### src/rc4ks_pkg.sv
// shared types and constants for the rc4 keystream cipher
package rc4ks_pkg;

	localparam int BYTE_W     = 8;
	localparam int PERM_DEPTH = 256;
	localparam int PERM_AW    = 8;

	typedef logic [BYTE_W-1:0] byte_t;

	typedef enum logic [1:0] {
		CMD_KEY,
		CMD_KEY_LAST,
		CMD_DATA
	} cmd_kind_t;

	typedef struct packed {
		cmd_kind_t kind;
		byte_t     value;
	} cmd_t;

	typedef enum logic [3:0] {
		ST_IDLE,
		ST_DATA_RD_J,
		ST_DATA_SWAP,
		ST_DATA_OUT,
		ST_KS_RD_K,
		ST_KS_RD_J,
		ST_KS_WR_K,
		ST_KS_WR_J
	} core_state_t;

endpackage

### src/rc4ks_front.sv
// input side: classifies incoming items and queues them as commands
module rc4ks_front (
	input  logic             clk,
	input  logic             arst_n,
	input  logic             push,
	output logic             full,
	input  logic             operation,
	input  rc4ks_pkg::byte_t byte_value,
	input  logic             last_key_byte,
	output logic             cmd_valid,
	output rc4ks_pkg::cmd_t  cmd,
	input  logic             cmd_pop
);
	import rc4ks_pkg::*;

	cmd_t       entry_q [2];
	logic       wr_ptr_q;
	logic       rd_ptr_q;
	logic [1:0] count_q;
	cmd_t       cmd_in;
	logic       do_push;
	logic       do_pop;

	always_comb begin
		if (operation) begin
			cmd_in.kind = CMD_DATA;
		end else if (last_key_byte) begin
			cmd_in.kind = CMD_KEY_LAST;
		end else begin
			cmd_in.kind = CMD_KEY;
		end
		cmd_in.value = byte_value;
	end

	assign full      = (count_q == 2'd2);
	assign cmd_valid = (count_q != 2'd0);
	assign cmd       = entry_q[rd_ptr_q];
	assign do_push   = push && !full;
	assign do_pop    = cmd_pop && cmd_valid;

	always_ff @(posedge clk or negedge arst_n) begin
		if (!arst_n) begin
			wr_ptr_q <= 1'b0;
			rd_ptr_q <= 1'b0;
			count_q  <= 2'd0;
		end else begin
			if (do_push) begin
				wr_ptr_q <= ~wr_ptr_q;
			end
			if (do_pop) begin
				rd_ptr_q <= ~rd_ptr_q;
			end
			if (do_push && !do_pop) begin
				count_q <= count_q + 2'd1;
			end else if (do_pop && !do_push) begin
				count_q <= count_q - 2'd1;
			end
		end
	end

	always_ff @(posedge clk) begin
		if (do_push) begin
			entry_q[wr_ptr_q] <= cmd_in;
		end
	end

endmodule

### src/rc4ks_outq.sv
// result side: two-entry queue of cipher bytes
module rc4ks_outq (
	input  logic             clk,
	input  logic             arst_n,
	input  logic             res_push,
	input  rc4ks_pkg::byte_t res_byte,
	output logic             res_full,
	output logic             empty,
	input  logic             pop,
	output rc4ks_pkg::byte_t cipher_byte
);
	import rc4ks_pkg::*;

	byte_t      entry_q [2];
	logic       wr_ptr_q;
	logic       rd_ptr_q;
	logic [1:0] count_q;
	logic       do_push;
	logic       do_pop;

	assign res_full    = (count_q == 2'd2);
	assign empty       = (count_q == 2'd0);
	assign cipher_byte = entry_q[rd_ptr_q];
	assign do_push     = res_push && !res_full;
	assign do_pop      = pop && !empty;

	always_ff @(posedge clk or negedge arst_n) begin
		if (!arst_n) begin
			wr_ptr_q <= 1'b0;
			rd_ptr_q <= 1'b0;
			count_q  <= 2'd0;
		end else begin
			if (do_push) begin
				wr_ptr_q <= ~wr_ptr_q;
			end
			if (do_pop) begin
				rd_ptr_q <= ~rd_ptr_q;
			end
			if (do_push && !do_pop) begin
				count_q <= count_q + 2'd1;
			end else if (do_pop && !do_push) begin
				count_q <= count_q - 2'd1;
			end
		end
	end

	always_ff @(posedge clk) begin
		if (do_push) begin
			entry_q[wr_ptr_q] <= res_byte;
		end
	end

endmodule

### src/rc4ks_core.sv
// execution engine: key store, permutation ram, key schedule and keystream generator
module rc4ks_core #(
	parameter int KEY_DEPTH
) (
	input  logic             clk,
	input  logic             arst_n,
	input  logic             cmd_valid,
	input  rc4ks_pkg::cmd_t  cmd,
	output logic             cmd_pop,
	input  logic             res_full,
	output logic             res_push,
	output rc4ks_pkg::byte_t res_byte
);
	import rc4ks_pkg::*;

	localparam int KW = (KEY_DEPTH > 1) ? $clog2(KEY_DEPTH) : 1;
	localparam int CW = $clog2(KEY_DEPTH + 1);

	// permutation ram with per-entry valid bits; an invalid entry reads as its own address
	byte_t                 perm_mem [PERM_DEPTH];
	logic [PERM_DEPTH-1:0] vld_q;
	byte_t                 rd_q;
	logic [PERM_AW-1:0]    rda_q;
	logic                  rdv_q;

	byte_t                 key_mem [KEY_DEPTH];
	byte_t                 kd_q;

	core_state_t           state_q;
	core_state_t           state_d;

	logic [PERM_AW-1:0]    idx_i_q;
	logic [PERM_AW-1:0]    idx_j_q;
	logic [CW-1:0]         key_cnt_q;
	logic [CW-1:0]         key_len_q;
	logic [KW-1:0]         kidx_q;
	logic [PERM_AW-1:0]    k_q;
	logic [PERM_AW-1:0]    ks_j_q;
	byte_t                 data_q;
	byte_t                 si_q;
	byte_t                 sj_q;
	logic [PERM_AW-1:0]    t_q;

	byte_t                 rval;
	logic [PERM_AW-1:0]    jn_data;
	logic [PERM_AW-1:0]    jn_ks;
	logic [PERM_AW-1:0]    t_sum;
	byte_t                 ks_byte;
	logic [PERM_AW-1:0]    rd_addr;
	logic                  wr_en;
	logic [PERM_AW-1:0]    wr_addr;
	byte_t                 wr_data;
	logic                  is_key;
	logic                  key_room;
	logic                  key_wr;
	logic                  key_last;
	logic [CW-1:0]         key_cnt_inc;
	logic                  kidx_wrap;

	assign rval    = rdv_q ? rd_q : rda_q;
	assign jn_data = idx_j_q + rval;
	assign jn_ks   = ks_j_q + rval + kd_q;
	assign t_sum   = si_q + rval;

	// the final lookup forwards the two swapped entries, whose writes are still in flight
	assign ks_byte = (t_q == idx_i_q) ? sj_q :
	                 (t_q == idx_j_q) ? si_q : rval;
	assign res_byte = data_q ^ ks_byte;

	assign is_key      = (cmd.kind != CMD_DATA);
	assign key_room    = (key_cnt_q < CW'(KEY_DEPTH));
	assign key_cnt_inc = key_room ? (key_cnt_q + CW'(1)) : key_cnt_q;
	assign kidx_wrap   = ((CW'(kidx_q) + CW'(1)) == key_len_q);

	always_comb begin
		state_d  = state_q;
		cmd_pop  = 1'b0;
		res_push = 1'b0;
		rd_addr  = '0;
		wr_en    = 1'b0;
		wr_addr  = idx_i_q;
		wr_data  = sj_q;
		key_wr   = 1'b0;
		key_last = 1'b0;
		case (state_q)
			ST_IDLE: begin
				rd_addr = idx_i_q + PERM_AW'(1);
				if (cmd_valid && is_key) begin
					cmd_pop = 1'b1;
					key_wr  = key_room;
					if (cmd.kind == CMD_KEY_LAST) begin
						key_last = 1'b1;
						state_d  = ST_KS_RD_K;
					end
				end else if (cmd_valid && !res_full) begin
					cmd_pop = 1'b1;
					state_d = ST_DATA_RD_J;
				end
			end
			ST_DATA_RD_J: begin
				rd_addr = jn_data;
				state_d = ST_DATA_SWAP;
			end
			ST_DATA_SWAP: begin
				rd_addr = t_sum;
				wr_en   = 1'b1;
				wr_addr = idx_j_q;
				wr_data = si_q;
				state_d = ST_DATA_OUT;
			end
			ST_DATA_OUT: begin
				wr_en    = 1'b1;
				wr_addr  = idx_i_q;
				wr_data  = sj_q;
				res_push = 1'b1;
				state_d  = ST_IDLE;
			end
			ST_KS_RD_K: begin
				rd_addr = k_q;
				state_d = ST_KS_RD_J;
			end
			ST_KS_RD_J: begin
				rd_addr = jn_ks;
				state_d = ST_KS_WR_K;
			end
			ST_KS_WR_K: begin
				wr_en   = 1'b1;
				wr_addr = k_q;
				wr_data = rval;
				state_d = ST_KS_WR_J;
			end
			ST_KS_WR_J: begin
				wr_en   = 1'b1;
				wr_addr = ks_j_q;
				wr_data = si_q;
				state_d = (k_q == PERM_AW'(PERM_DEPTH - 1)) ? ST_IDLE : ST_KS_RD_K;
			end
			default: begin
				state_d = ST_IDLE;
			end
		endcase
	end

	always_ff @(posedge clk or negedge arst_n) begin
		if (!arst_n) begin
			state_q <= ST_IDLE;
		end else begin
			state_q <= state_d;
		end
	end

	always_ff @(posedge clk or negedge arst_n) begin
		if (!arst_n) begin
			vld_q     <= '0;
			idx_i_q   <= '0;
			idx_j_q   <= '0;
			key_cnt_q <= '0;
		end else begin
			if (key_last) begin
				vld_q <= '0;
			end else if (wr_en) begin
				vld_q[wr_addr] <= 1'b1;
			end
			if (cmd_pop && is_key) begin
				key_cnt_q <= key_last ? '0 : key_cnt_inc;
			end
			if (key_last) begin
				idx_i_q <= '0;
				idx_j_q <= '0;
			end else if (state_q == ST_IDLE && cmd_pop && !is_key) begin
				idx_i_q <= idx_i_q + PERM_AW'(1);
			end else if (state_q == ST_DATA_RD_J) begin
				idx_j_q <= jn_data;
			end
		end
	end

	// permutation ram, one read and one write port
	always_ff @(posedge clk) begin
		if (wr_en) begin
			perm_mem[wr_addr] <= wr_data;
		end
		rd_q  <= perm_mem[rd_addr];
		rda_q <= rd_addr;
		rdv_q <= vld_q[rd_addr];
	end

	// key store
	always_ff @(posedge clk) begin
		if (key_wr) begin
			key_mem[key_cnt_q[KW-1:0]] <= cmd.value;
		end
		kd_q <= key_mem[kidx_q];
	end

	always_ff @(posedge clk) begin
		if (key_last) begin
			key_len_q <= key_cnt_inc;
			kidx_q    <= '0;
			k_q       <= '0;
			ks_j_q    <= '0;
		end
		case (state_q)
			ST_IDLE: begin
				data_q <= cmd.value;
			end
			ST_DATA_RD_J: begin
				si_q <= rval;
			end
			ST_DATA_SWAP: begin
				sj_q <= rval;
				t_q  <= t_sum;
			end
			ST_KS_RD_J: begin
				si_q   <= rval;
				ks_j_q <= jn_ks;
			end
			ST_KS_WR_J: begin
				k_q    <= k_q + PERM_AW'(1);
				kidx_q <= kidx_wrap ? '0 : (kidx_q + KW'(1));
			end
			default: begin
			end
		endcase
	end

endmodule

### src/rc4_keystream_cipher.sv
// RC4 cipher engine. Items enter through a two-entry command queue and results leave
// through a two-entry result queue; while the result queue is full, data bytes wait in
// the command queue. A key byte (operation 0) is stored if the key store has room; the
// byte marked last_key_byte then restarts the permutation from identity and runs the key
// schedule, 256 steps that each read S[k] and S[j] and write both back. A data byte
// (operation 1) passes through a dependent read, read, swap write-back and final
// lookup on the permutation RAM, which has one read and one write port, and returns
// byte_value XOR keystream. Items queued behind a key schedule wait until it finishes.
module rc4_keystream_cipher #(
	parameter int KEY_DEPTH = 256
) (
	input  logic             clk,
	input  logic             arst_n,
	input  logic             push,
	output logic             full,
	input  logic             operation,
	input  rc4ks_pkg::byte_t byte_value,
	input  logic             last_key_byte,
	output logic             empty,
	input  logic             pop,
	output rc4ks_pkg::byte_t cipher_byte
);
	import rc4ks_pkg::*;

	logic  cmd_valid;
	cmd_t  cmd;
	logic  cmd_pop;
	logic  res_full;
	logic  res_push;
	byte_t res_byte;

	rc4ks_front u_front (
		.clk           (clk),
		.arst_n        (arst_n),
		.push          (push),
		.full          (full),
		.operation     (operation),
		.byte_value    (byte_value),
		.last_key_byte (last_key_byte),
		.cmd_valid     (cmd_valid),
		.cmd           (cmd),
		.cmd_pop       (cmd_pop)
	);

	rc4ks_core #(
		.KEY_DEPTH (KEY_DEPTH)
	) u_core (
		.clk       (clk),
		.arst_n    (arst_n),
		.cmd_valid (cmd_valid),
		.cmd       (cmd),
		.cmd_pop   (cmd_pop),
		.res_full  (res_full),
		.res_push  (res_push),
		.res_byte  (res_byte)
	);

	rc4ks_outq u_outq (
		.clk         (clk),
		.arst_n      (arst_n),
		.res_push    (res_push),
		.res_byte    (res_byte),
		.res_full    (res_full),
		.empty       (empty),
		.pop         (pop),
		.cipher_byte (cipher_byte)
	);

endmodule
### config.mk
export PLATFORM = sky130hd
export DESIGN_NAME = rc4_keystream_cipher
export DESIGN_NICKNAME = d
export VERILOG_FILES = /design/src/rc4ks_pkg.sv /design/src/rc4ks_front.sv /design/src/rc4ks_outq.sv /design/src/rc4ks_core.sv /design/src/rc4_keystream_cipher.sv
export SDC_FILE = /design/constraint.sdc
export NUM_CORES = 2
export LEC_CHECK = 0
export BUFFER_PORTS_ARGS = -buffer_cell sky130_fd_sc_hd__buf_4
export CORE_MARGIN = 3
export CORE_UTILIZATION = 30
export CTS_CLUSTER_SIZE = 25
export DETAILED_ROUTE_END_ITERATION = 8
export GPL_ROUTABILITY_DRIVEN = 0
export PLACE_DENSITY = 0.49
export SLEW_MARGIN = 20
export SYNTH_ARGS = -nofsm -noshare
export SYNTH_HDL_FRONTEND = slang
export SYNTH_HIERARCHICAL = 1
export SYNTH_MEMORY_MAX_BITS = 65536
export SYNTH_SLANG_ARGS = --single-unit
### constraint.sdc
create_clock -name clk -period 15.29 [get_ports clk]
set_input_delay 1.529 -clock clk [delete_from_list [all_inputs] [get_ports clk]]
set_output_delay 1.529 -clock clk [all_outputs]
set_load 0.1 [all_outputs]
==> reports/qor.yml <==
via_count: 107000
critical_path_class: "flop to flop"
cp-end-kind: "flop"
synthXorXnorAreaFrac_pct: 0.392
max_slew.worst_pin.slew_ps: 1210
synth.distinct_cells: 100
ys.flop_type: "edfxtp_1"
clockBufferDepth: 4
design.core.area_mm2: 0.603
drt-total-wl_um: 576000
drc_errors: 0
syn2layout_area_growth_pct: 13.3
synth_area_mm2: 0.182
rows: 285
max_slew_margin_pct: 18.9
layout-drive-gt1-share_pct: 12.5
drv_slew: 0
design_area_mm2: 0.206
fin_setup_tns_ps: 0
max_freq_mhz: 122
syn_area_per_cell_um2: 15.0
cpPeakStageDelay_ps: 940
wire_per_inst_um: 28.0
antenna_left: 0
synth_top_family_by_area: "simple AND/OR/NAND/NOR gates"
cts_buffers: 447
synth_edf_count: 4197
synth-seq-area-share_pct: 73.6
cp-start-kind: "flop"
rsz0062_at_grt: "false"
critPathTopFamily: "compound AO/OA/AOI/OAI gates"
crit_required_ps: 16180
syn_nets: 12200
cp.arrival_ps: 9090
post_cts_resized: 0
grt_max_degree: 180
yosysTopAreaCell: "edfxtp_1"
r2r_end: "u_core/rd_q[2]"
vias_per_cell: 5.23
synth-async-reset-ratio_pct: 6.47
yosys.area_share.simple_pct: 9.42
post_cts_buffers: 0
crit_path_max_fanout: 48
worstReg2RegStart: "u_core/rdv_q"
crit_cells: 17
setup_violations: 0
hp-class: "primary input to asynchronous set/reset pin"
fin_ws_ps: 7090
dp_hpwl_um: 332000
drt_first_pass_iters: 6
dpl-instance-area_mm2: 0.191
run_status: "completed"
synth_compound_area_share_pct: 5.57
io_pins: 24
htree_levels: 5
cp_cell_sequence: "mux2_2, inv_1, fa_1, inv_1, ha_1, fa_1, xnor2_1, a211oi_1, a21oi_1, and3_4, inv_8, nor2_4, buf_4, a311oi_1, o21ai_0, o32a_1, o211ai_1"
ys_seq_elements: 4514
ctsHoldBuffers: 0
gr-total-overflow: 0
io_buffers: 23
finClkSkew_ps: 62.8
clock_sinks: 4514
syn_inst: 12200
fp.dieH_um: 785
drt-initial-drc-count: 12000
start_util_pct: 30.2
r2r_setup_slack_ps: 7090
maxCapViolCount: 0
clock-root-buffer: "clkbuf_16"
ys.warnings.count: 6
grt_pass1_wl_um: 814000
r2r_cells: 17
crit_slowest_cell: "and3_4"
synthMuxAreaShare_pct: 8.61
path_buf_inv: 4
antenna_found_initial: 34
grt_pass1_vias: 104000
synth_fa_ha_area_share_pct: 0.309
die_x_um: 785
layout.nets: 12200
synth_area_leaders: "edfxtp_1 69%, mux4_2 4.1%, dfrtp_1 4.0%"
min_period_ps: 8200
hold_viol_final: 0
die_area_mm2: 0.616
period_share_pct: 53.6
clock_latency_ps: 1040
netlist.area_leader.share_pct: 69.3
post-place-ws_ps: 7340
grt_usage_pct: 18.1
path_clk_slew_ps: 60
tritoncts: "yes"
layout make-up:
| class | count | area [um2] |
|---|---|---|
| clock buffer | 598 | 12100 |
| timing repair buffer | 281 | 2450 |
| multi-input combinational | 6823 | 44800 |
| sequential | 4514 | 134000 |
| inverter | 42 | 230 |
| fill | 58300 | 397000 |
| tap | 8036 | 10100 |
| antenna | 12 | 30.0 |
| clock inverter | 240 | 2570 |
metrics by stage:
step	instances	util (%)	hold slack, ps
after floorplan	12200	-	458
after global placement	19700	31.7	473
after detailed placement	19700	31.7	478
after CTS	20500	34.1	443
after global routing	20500	34.1	480
final	20500	34.2	485
sequential cells by signal, summed over array words and instances (netlist names), 9 cells and up:
name and flops:
u_core/vld_q 256, u_outq/entry_q 16, u_core/key_mem 2048, u_core/perm_mem 2048, u_core/key_cnt_q 9, u_core/key_len_q 9, u_front/entry_q 20
cell families (layout without fill, tap and decap cells):
group | count (synthesis) | count (layout)
DFF | 4514 | 4514
and+or+nand+nor | 4040 | 4040
AOI/OAI and AO/OA | 1531 | 1531
muxes | 1134 | 1134
buffers and inverters | 832 | 1161
xor gates and xnor gates | 79 | 79
adders and majority gates | 39 | 39
other | 0 | 12
Yosys cell counts (17+ instances only):
library cell  instances
a311oi_1             32
xor2_1               42
a211oi_1             41
dfrtp_1             292
dfxtp_1              25
a22oi_1              31
buf_6                25
inv_1                34
a32oi_1              47
mux2_2              149
ha_1                 29
a21oi_1             446
o211ai_1             74
nand2_1            1692
o2111ai_1            17
buf_2               230
and3_1              118
o22ai_1             148
nand4_1             103
clkbuf_1            378
mux2i_1             641
nor2_1             1208
buf_4                55
or3_1                28
mux4_2              329
a221oi_1             42
a221o_1              29
o21ai_0             207
nor3_1               49
xnor2_1              35
nor4_1               29
edfxtp_1           4197
buf_1                98
a31oi_1             153
o221ai_1            130
nand3_1             732
metal layers:
| metal | track usage (%) | vias to the layer above | routed length [um] | share of wire, % |
|---|---|---|---|---|
| met1 | 25.2 | 56400 | 249000 | 43 |
| met5 | 0 | - | 57 | 0.0099 |
| met2 | 29.4 | 3849 | 273000 | 47 |
| li1 | - | 46400 | - | - |
| met4 | 5.41 | 8 | 17700 | 3.1 |
| met3 | 2.57 | 790 | 36900 | 6.4 |
placed cells by master, fill, tap and decap left out, types with 35 or more instances in the layout:
| master | instances |
|---|---|
| edfxtp_1 | 4197 |
| clkinv_1 | 79 |
| o211ai_1 | 74 |
| dfrtp_1 | 292 |
| mux2i_1 | 641 |
| nand2_1 | 1658 |
| and3_1 | 116 |
| clkbuf_1 | 123 |
| nand4_1 | 103 |
| o22ai_1 | 148 |
| o221ai_1 | 129 |
| a31oi_1 | 152 |
| nor2_2 | 45 |
| mux2_2 | 148 |
| clkbuf_16 | 450 |
| a32oi_1 | 46 |
| nor3_1 | 48 |
| clkinv_2 | 74 |
| a21oi_1 | 444 |
| o21ai_0 | 199 |
| nor2_1 | 1159 |
| nand3_1 | 732 |
| a211oi_1 | 41 |
| xnor2_1 | 35 |
| xor2_1 | 42 |
| buf_4 | 253 |
| bufinv_16 | 44 |
| mux4_2 | 329 |
| a221oi_1 | 42 |
how the worst max path moves through the flow:
stage,start,end,slack [ps]
after floorplan,u_core/state_q[0],u_core/perm_mem[0][0],1760
after global placement,u_core/rdv_q,u_core/rd_q[4],7220
after detailed placement,u_core/rdv_q,u_core/rd_q[2],7340
after CTS,u_core/rdv_q,u_core/rd_q[2],7320
after global routing,u_core/rdv_q,u_core/rd_q[3],6980
final,u_core/rdv_q,u_core/rd_q[2],7090
Power is left out: the tool's default activity adds up to more than one toggle a clock period on the data nets, which glitch-free logic cannot reach.
